<file path="src/hdl/obfp_pkg.sv">
// Shared types and constants for the object block frame parser.
package obfp_pkg;

    // Word codes seen on the camera link
    localparam logic [15:0] SYNC_WORD    = 16'haa55;
    localparam logic [15:0] SYNC_CC_WORD = 16'haa56;
    localparam logic [15:0] REORDER_WORD = 16'h55aa;
    localparam logic [15:0] IDLE_WORD    = 16'hffff;
    localparam logic [15:0] ZERO_WORD    = 16'h0000;

    // Field words per block
    localparam logic [2:0] NORMAL_FIELDS = 3'd5;
    localparam logic [2:0] CC_FIELDS     = 3'd6;

    // Hard ceiling on good blocks per frame, and the reset value of max_blocks
    localparam logic [7:0] BLOCK_LIMIT     = 8'd128;
    localparam logic [7:0] MAX_BLOCKS_RST  = 8'd128;

    // Result kinds
    localparam logic KIND_BLOCK     = 1'b0;
    localparam logic KIND_FRAME_END = 1'b1;

    // Master-side stream widths and tdata layout (lowest bit up)
    localparam int TDATA_W   = 112;
    localparam int TUSER_W   = 2;
    localparam int OK_BIT    = 0;
    localparam int SIG_LSB   = 1;
    localparam int XPOS_LSB  = 17;
    localparam int YPOS_LSB  = 33;
    localparam int BOXW_LSB  = 49;
    localparam int BOXH_LSB  = 65;
    localparam int ROT_LSB   = 81;
    localparam int GOOD_LSB  = 97;
    localparam int USED_W    = 105;
    localparam int KIND_BIT  = 0;
    localparam int CC_BIT    = 1;

    typedef enum logic [3:0] {
        PH_HUNT      = 4'b0001,
        PH_CHECKSUM  = 4'b0010,
        PH_FIELDS    = 4'b0100,
        PH_SEPARATOR = 4'b1000
    } t_phase;

    typedef struct packed {
        logic        kind;
        logic        color_code;
        logic        checksum_ok;
        logic [15:0] signature;
        logic [15:0] x_pos;
        logic [15:0] y_pos;
        logic [15:0] box_width;
        logic [15:0] box_height;
        logic [15:0] rotation;
        logic [7:0]  good_count;
    } t_result;

endpackage

</file>
<file path="src/hdl/object_block_frame_parser_unit.sv">
// Top level of the object block frame parser: byte pairing, frame parsing, output stage.
//
// Object block frame parser. Takes one received camera byte per transaction on
// the s_axis side, pairs bytes into little-endian 16-bit words, hunts for the
// double sync (0xaa55 0xaa55 for a normal frame, 0xaa55 0xaa56 for a color-code
// frame) and then parses blocks of one checksum word followed by five (normal)
// or six (color-code) field words. Each block leaves as one m_axis transaction
// with its checksum_ok flag and the running count of good blocks; a frame end
// leaves as a transaction with tuser kind set and the final good count. Rate:
// one byte per clock cycle while s_axis_tready is high; each byte's update is
// one pass of logic from the parser state registers into the output registers,
// so a result is registered the cycle after the byte that completes it. The
// output is a result register plus one skid entry; s_axis_tready drops only
// while both hold results that m_axis has not taken. Results arrive at most one
// per word, so at full rate with a free-running m_axis_tready the input never
// stalls. max_blocks is written through i_cfg_wr_en/i_cfg_wr_data; zero acts as
// one, and values above 128 act as 128. Write it only while the stream is idle.
module object_block_frame_parser_unit
    import obfp_pkg::*;
(
    input  logic                 i_clk,
    input  logic                 i_rst_n,
    // Configuration: max_blocks
    input  logic                 i_cfg_wr_en,
    input  logic [7:0]           i_cfg_wr_data,
    // Received bytes
    input  logic                 s_axis_tvalid,
    output logic                 s_axis_tready,
    input  logic [7:0]           s_axis_tdata,   // [7:0] rx_byte
    // Parsed results
    output logic                 m_axis_tvalid,
    input  logic                 m_axis_tready,
    // [0] checksum_ok, [16:1] signature, [32:17] x_pos, [48:33] y_pos,
    // [64:49] box_width, [80:65] box_height, [96:81] rotation,
    // [104:97] good_count, [111:105] zero
    output logic [TDATA_W-1:0]   m_axis_tdata,
    // [0] kind, [1] color_code
    output logic [TUSER_W-1:0]   m_axis_tuser
);

    // Configuration register
    logic [7:0]  r_max_blocks;

    // Byte pairing state
    logic        r_high_next, n_high_next;
    logic [7:0]  r_low_hold,  n_low_hold;
    logic        r_drop_next, n_drop_next;

    // Parser state
    t_phase      r_phase, n_phase;
    logic [15:0] r_prev_word, n_prev_word;
    logic        r_cc_frame, n_cc_frame;
    logic [2:0]  r_field_idx, n_field_idx;
    logic [15:0] r_exp_sum, n_exp_sum;
    logic [15:0] r_run_sum, n_run_sum;
    logic [7:0]  r_block_cnt, n_block_cnt;
    logic [15:0] r_field_store [6];

    // Output stage: result register and skid entry
    logic        r_out_valid;
    t_result     r_out;
    logic        r_skid_valid;
    t_result     r_skid;

    logic        w_accept;
    logic        w_take;
    logic [15:0] w_word;
    logic        w_word_valid;
    logic        w_store_en;
    logic [7:0]  w_limit;
    logic        w_is_sync;
    logic [15:0] w_sum;
    logic [2:0]  w_idx_inc;
    logic [2:0]  w_nfields;
    logic        w_sum_ok;
    logic [15:0] w_fld [5];
    logic        n_res_valid;
    t_result     n_res;

    // Hold off input only when both output slots are occupied
    assign s_axis_tready = i_rst_n && !r_skid_valid;
    assign w_accept      = s_axis_tvalid && s_axis_tready;
    assign w_take        = r_out_valid && m_axis_tready;

    // Effective block limit: zero acts as one, clamp at the hard ceiling
    always_comb begin
        if (r_max_blocks == 8'd0) begin
            w_limit = 8'd1;
        end else if (r_max_blocks > BLOCK_LIMIT) begin
            w_limit = BLOCK_LIMIT;
        end else begin
            w_limit = r_max_blocks;
        end
    end

    assign w_word    = {s_axis_tdata, r_low_hold};
    assign w_is_sync = (w_word == SYNC_WORD) || (w_word == SYNC_CC_WORD);
    assign w_sum     = r_run_sum + w_word;
    assign w_idx_inc = r_field_idx + 3'd1;
    assign w_nfields = r_cc_frame ? CC_FIELDS : NORMAL_FIELDS;
    assign w_sum_ok  = (w_sum == r_exp_sum);

    // Field words as they stand once the current word is stored
    always_comb begin
        for (int i = 0; i < 5; i++) begin
            w_fld[i] = (r_field_idx == 3'(i)) ? w_word : r_field_store[i];
        end
    end

    // Byte pairing: drop a byte after a reorder word, else pair low then high
    always_comb begin
        n_high_next  = r_high_next;
        n_low_hold   = r_low_hold;
        n_drop_next  = r_drop_next;
        w_word_valid = 1'b0;
        if (w_accept) begin
            if (r_drop_next) begin
                n_drop_next = 1'b0;
            end else if (!r_high_next) begin
                n_low_hold  = s_axis_tdata;
                n_high_next = 1'b1;
            end else begin
                n_high_next  = 1'b0;
                w_word_valid = 1'b1;
            end
        end

        // Parser defaults: hold state, no result
        n_phase     = r_phase;
        n_prev_word = r_prev_word;
        n_cc_frame  = r_cc_frame;
        n_field_idx = r_field_idx;
        n_exp_sum   = r_exp_sum;
        n_run_sum   = r_run_sum;
        n_block_cnt = r_block_cnt;
        w_store_en  = 1'b0;
        n_res_valid = 1'b0;
        n_res       = '0;
        n_res.kind  = KIND_FRAME_END;
        n_res.good_count = r_block_cnt;

        if (w_word_valid) begin
            unique case (r_phase)
                PH_HUNT: begin
                    if (w_word == ZERO_WORD && r_prev_word == ZERO_WORD) begin
                        n_prev_word = IDLE_WORD;
                    end else if (r_prev_word == SYNC_WORD && w_is_sync) begin
                        n_cc_frame  = (w_word == SYNC_CC_WORD);
                        n_block_cnt = 8'd0;
                        n_phase     = PH_CHECKSUM;
                    end else begin
                        if (w_word == REORDER_WORD) begin
                            n_drop_next = 1'b1;
                        end
                        n_prev_word = w_word;
                    end
                end
                PH_CHECKSUM: begin
                    if (w_is_sync) begin
                        // Frame ends, next one starts at once
                        n_res_valid = 1'b1;
                        n_cc_frame  = (w_word == SYNC_CC_WORD);
                        n_block_cnt = 8'd0;
                    end else if (w_word == ZERO_WORD) begin
                        n_res_valid = 1'b1;
                        n_phase     = PH_HUNT;
                        n_prev_word = IDLE_WORD;
                    end else begin
                        n_exp_sum   = w_word;
                        n_run_sum   = 16'd0;
                        n_field_idx = 3'd0;
                        n_phase     = PH_FIELDS;
                    end
                end
                PH_FIELDS: begin
                    w_store_en  = 1'b1;
                    n_run_sum   = w_sum;
                    n_field_idx = w_idx_inc;
                    if (w_idx_inc >= w_nfields) begin
                        n_block_cnt          = r_block_cnt + {7'd0, w_sum_ok};
                        n_res_valid          = 1'b1;
                        n_res.kind           = KIND_BLOCK;
                        n_res.color_code     = r_cc_frame;
                        n_res.checksum_ok    = w_sum_ok;
                        n_res.signature      = w_fld[0];
                        n_res.x_pos          = w_fld[1];
                        n_res.y_pos          = w_fld[2];
                        n_res.box_width      = w_fld[3];
                        n_res.box_height     = w_fld[4];
                        n_res.rotation       = r_cc_frame ? w_word : 16'd0;
                        n_res.good_count     = n_block_cnt;
                        n_phase              = PH_SEPARATOR;
                    end
                end
                PH_SEPARATOR: begin
                    if (w_is_sync) begin
                        n_cc_frame = (w_word == SYNC_CC_WORD);
                    end
                    if (w_is_sync && r_block_cnt < w_limit) begin
                        n_phase = PH_CHECKSUM;
                    end else begin
                        n_res_valid = 1'b1;
                        n_phase     = PH_HUNT;
                        n_prev_word = IDLE_WORD;
                    end
                end
                default: begin
                    n_phase     = PH_HUNT;
                    n_prev_word = IDLE_WORD;
                end
            endcase
        end
    end

    // Configuration and parser state
    always_ff @(posedge i_clk) begin
        if (!i_rst_n) begin
            r_max_blocks <= MAX_BLOCKS_RST;
            r_high_next  <= 1'b0;
            r_low_hold   <= 8'd0;
            r_drop_next  <= 1'b0;
            r_phase      <= PH_HUNT;
            r_prev_word  <= IDLE_WORD;
            r_cc_frame   <= 1'b0;
            r_field_idx  <= 3'd0;
            r_exp_sum    <= 16'd0;
            r_run_sum    <= 16'd0;
            r_block_cnt  <= 8'd0;
        end else begin
            if (i_cfg_wr_en) begin
                r_max_blocks <= i_cfg_wr_data;
            end
            r_high_next <= n_high_next;
            r_low_hold  <= n_low_hold;
            r_drop_next <= n_drop_next;
            r_phase     <= n_phase;
            r_prev_word <= n_prev_word;
            r_cc_frame  <= n_cc_frame;
            r_field_idx <= n_field_idx;
            r_exp_sum   <= n_exp_sum;
            r_run_sum   <= n_run_sum;
            r_block_cnt <= n_block_cnt;
        end
    end

    // Field words of the current block; never read before written
    always_ff @(posedge i_clk) begin
        if (w_store_en) begin
            for (int i = 0; i < 6; i++) begin
                if (r_field_idx == 3'(i)) begin
                    r_field_store[i] <= w_word;
                end
            end
        end
    end

    // Output stage: advance the skid entry when the result register frees up,
    // park a new result in the skid entry when the result register is stalled
    always_ff @(posedge i_clk) begin
        if (!i_rst_n) begin
            r_out_valid  <= 1'b0;
            r_skid_valid <= 1'b0;
        end else begin
            if (!r_out_valid || w_take) begin
                if (r_skid_valid) begin
                    r_out_valid  <= 1'b1;
                    r_skid_valid <= 1'b0;
                end else begin
                    r_out_valid  <= n_res_valid;
                end
            end else if (n_res_valid) begin
                r_skid_valid <= 1'b1;
            end
        end
    end

    always_ff @(posedge i_clk) begin
        if (!r_out_valid || w_take) begin
            r_out <= r_skid_valid ? r_skid : n_res;
        end else if (n_res_valid) begin
            r_skid <= n_res;
        end
    end

    assign m_axis_tvalid = r_out_valid;
    assign m_axis_tuser  = {r_out.color_code, r_out.kind};
    assign m_axis_tdata  = {{(TDATA_W - USED_W){1'b0}},
                            r_out.good_count,
                            r_out.rotation,
                            r_out.box_height,
                            r_out.box_width,
                            r_out.y_pos,
                            r_out.x_pos,
                            r_out.signature,
                            r_out.checksum_ok};

endmodule

</file>
<file path="config.mk">
export PLATFORM = sky130hd
export DESIGN_NAME = object_block_frame_parser_unit
export DESIGN_NICKNAME = d
export VERILOG_FILES = /design/src/hdl/obfp_pkg.sv /design/src/hdl/object_block_frame_parser_unit.sv
export SDC_FILE = /design/constraint.sdc
export NUM_CORES = 1
export LEC_CHECK = 0
export BUFFER_PORTS_ARGS = -buffer_cell sky130_fd_sc_hd__buf_4
export CAP_MARGIN = 20
export CORE_AREA = 2 2 209 191
export CTS_CLUSTER_DIAMETER = 200
export DETAILED_ROUTE_END_ITERATION = 6
export DIE_AREA = 0 0 211 193
export PLACE_DENSITY = 0.61
export SLEW_MARGIN = 30
export SYNTH_ARGS = -nofsm -noshare
export SYNTH_HDL_FRONTEND = slang
export SYNTH_SLANG_ARGS = --single-unit
export TNS_END_PERCENT = 50
</file>
<file path="constraint.sdc">
create_clock -name i_clk -period 12.25 [get_ports i_clk]
set_input_delay 2.45 -clock i_clk [delete_from_list [all_inputs] [get_ports i_clk]]
set_output_delay 2.45 -clock i_clk [all_outputs]
set_load 0.02 [all_outputs]
</file>
==> impl_metrics.yaml <==
synthesis:
  synth_top_cells_by_count: "294 x edfxtp_1, 106 x a21o_1, 102 x nor2_1"
  syn_area_um2: 16400
  synth.avg_cell_area_um2: 13.0
  synth_cells: 1259
  synthFlopType: "edfxtp_1"
  yosys.cell_count.top_type: "edfxtp_1"
  ys_types: 73
  synthArstFlopShare: 0
  ys_ff_latch: 378
  synth_top_cell_by_area: "edfxtp_1"
  synth_top_area_share: 0.539
  synth_edf_count: 294
  yosysWarnings: 0
  synth.area.top_cells: "edfxtp_1 54%, dfxtp_1 10%, mux2i_1 5.7%"
  seq_area_frac_synth: 0.641
global_route:
  grt_max_degree: 101
  grt-ovfl-total: 0
  grt_pass1_wl_um: 58500
  grt_usage: 0.187
  grt_pass1_vias: 9788
  antenna_found_initial: 0
min_path:
  worstHoldPathCells: 2
  hold_path.class: "reg -> reg"
  hp-start: "r_run_sum[11]"
  min_to: "r_run_sum[11]"
clock_tree:
  ctsHoldBuffers: 0
  cts_tree: "yes"
  cts_buffer_depth: 3
  clock_latency_ns: 0.53
  cts_resized: 0
  cts_root_buffer: "clkbuf_16"
  htree_levels: 2
  cts_buffers: 41
  clock-sinks: 378
  postCtsSetupBuffers: 0
  clk_pin_slew_ns: 0.05
run_status:
  status: "finished, final reports clean"
sta:
  clock_skew_ns: 0.0110
  fin_crit_ns: 6.24
  tightest_slew_ns: 0.972
  tns_ns: 0
  fmax_ghz: 0.160
  hold_viol: 0
  setup_viol: 0
  rsz0062_at_grt: "false"
  slew-limit-headroom: 0.350
  maxSlewViolCount: 0
  fin_crit_sh: 0.510
routing:
  drt_iter0_drc: 744
  drt_wl_total_um: 37700
  drt_drc_violations_left: 0
  post_drt_wl_per_cell_um: 19.9
  vias: 10100
  final_antenna_net_count: 0
  via_per_inst: 5.32
  drt_pre_antenna_iters: 6
cells_and_area:
  layout.nets: 1422
  stdcell_count: 1895
  syn_to_final_growth_pct: 16.5
  diodes: 0
  fin_util: 0.493
  design_area_um2: 19100
  drive_gt1_frac: 0.167
die:
  initial_core_util: 0.423
  fp-row-count: 69
  dieArea_um2: 40700
  die_w_um: 211
  die_y_um: 193
  ios: 137
  core_area_um2: 38800
worst_setup_path:
  cp-end-kind: "register"
  cp_data_required_time_ns: 12.53
  rr_startpoint: "r_low_hold[3]"
  timing.rr.end: "m_axis_tdata[104]"
  cp_max_fo: 17
  crit_type: "in -> reg"
  crit_path_top_delay_cell: "ha_1"
  timing.critical_path.cells: "buf_4 -> ha_1 -> nor2_1 -> a2111oi_0 -> o311ai_0 -> nor4_1 -> nand4_1 -> nor4_1 -> nand4_1 -> nor3_1 -> ha_1 -> and3_1 -> and3_1 -> nand3_1 -> nor2_1 -> xor2_1 -> mux2_2"
  critical_path.max_stage_delay_ns: 0.50
  reg2regPathDepth: 16
  rrSetupSlack_ns: 7.01
  cp-start-kind: "input port"
  critPathArrivalTime_ns: 6.52
place:
  dpl_cell_area_um2: 17700
  dp_cells: 1822
  dp.final_hpwl_um: 23100
  place.gp.congestion: 0.802
  portBuffers: 129
power:
  leakagePower_uw: 0.00804
  ir_drop_v: 0.0000826
  powerDensity_nw_per_um2: 139
run:
  maxCapViolations: 0
==> critical path: cells and delay by family <==
family	cells	cell delay, ns
muxes	1	0.27
AOI/OAI and AO/OA	2	0.68
xor gates and xnor gates	1	0.10
buffers and inverters	1	0.20
and+or+nand+nor	10	2.06
adders and majority gates	2	0.75
==> cell usage in the layout (no fill, tap or decap), drive strengths merged, types with 3 or more instances in the layout <==
cell type | Yosys | routed
nor4b | 3 | 3
conb | 1 | 7
nand2 | 61 | 61
xnor3 | 3 | 3
a211o | 5 | 5
and3 | 22 | 22
xor2 | 15 | 15
and2 | 4 | 4
or2 | 3 | 3
nor3 | 27 | 27
mux2 | 8 | 8
mux2i | 93 | 93
nand3 | 24 | 24
nand3b | 5 | 5
xnor2 | 17 | 17
nand4 | 10 | 10
a21oi | 46 | 46
dfxtp | 84 | 84
nor2 | 102 | 102
nor3b | 6 | 6
a211oi | 4 | 4
clkbuf | 59 | 63
nand2b | 8 | 8
buf | 27 | 147
edfxtp | 294 | 294
a22oi | 13 | 13
nor2b | 74 | 74
clkinv | 1 | 8
a21o | 106 | 106
o21a | 3 | 3
a31oi | 3 | 3
o21ai | 34 | 34
nor4 | 13 | 13
inv | 11 | 11
o211ai | 3 | 3
a21boi | 7 | 7
ha | 31 | 31
or3 | 5 | 5
==> kinds of logic after synthesis <==
group / share of synthesized area
mux: 0.0623
compound gates: 0.101
buf+inv: 0.0279
flops: 0.641
xor+xnor: 0.0241
simple gates: 0.119
fa+ha+maj: 0.0249
other cells: 0.000229
==> worst max path at each step <==
stage | from | end | slack, ns | cells after the start
after global placement | s_axis_tdata[3] | m_axis_tdata[104] | 5.56 | 17
after CTS | s_axis_tdata[3] | m_axis_tdata[104] | 5.96 | 17
after global routing | s_axis_tdata[3] | m_axis_tdata[103] | 5.60 | 17
after detailed placement | s_axis_tdata[3] | m_axis_tdata[104] | 5.39 | 17
after floorplan | m_axis_tready | r_skid[0] | 1.61 | 2
final | s_axis_tdata[3] | m_axis_tdata[104] | 6.01 | 17
==> metal layers <==
layer	vias to the layer above	global-route usage	wire length [um]	share of wire
met3	51	0.0270	1630	0.043
met4	0	0.0433	640	0.017
met2	229	0.291	16900	0.45
met5	-	0	0	0
met1	4952	0.277	18500	0.49
li1	4842	-	-	-
==> state kept, by name, indices dropped and copies added (netlist names) <==
name           cells
r_skid           107
m_axis_tdata     105
r_field_store     80
r_exp_sum         16
r_prev_word       16
r_run_sum         16
r_block_cnt        8
r_low_hold         8
r_max_blocks       8
r_phase            4
r_field_idx        3
m_axis_tuser       2
m_axis_tvalid      1
r_cc_frame         1
r_drop_next        1
r_high_next        1
r_skid_valid       1
==> stage by stage <==
step / worst slack (ns) / hold WS [ns] / power, uW
global placement: 5.56 / 0.466 / 1480
finish: 6.01 / 0.479 / 2650
detailed placement: 5.39 / 0.477 / 1480
floorplan: 1.61 / 0.447 / 1450
CTS: 5.96 / 0.486 / 2680
global route: 5.60 / 0.513 / 2740
==> power breakdown <==
| part | leakage, uW | internal [uW] | switching [uW] |
|---|---|---|---|
| registers | 0.00345 | 1370 | 6.13 |
| logic | 0.00395 | 25.8 | 46.1 |
| clock network | 0.000640 | 720 | 481 |
| total | 0.00804 | 2120 | 533 |
==> area by class of cell <==
type | instances | area, um2
Timing Repair Buffer | 147 | 1130
Fill cell | 3396 | 19700
Clock inverter | 9 | 101
Multi-Input combinational cell | 789 | 5470
Clock buffer | 63 | 1210
Inverter | 12 | 45.0
Sequential cell | 378 | 10500
Tap cell | 497 | 622
(Power assumes the default switching activity.)
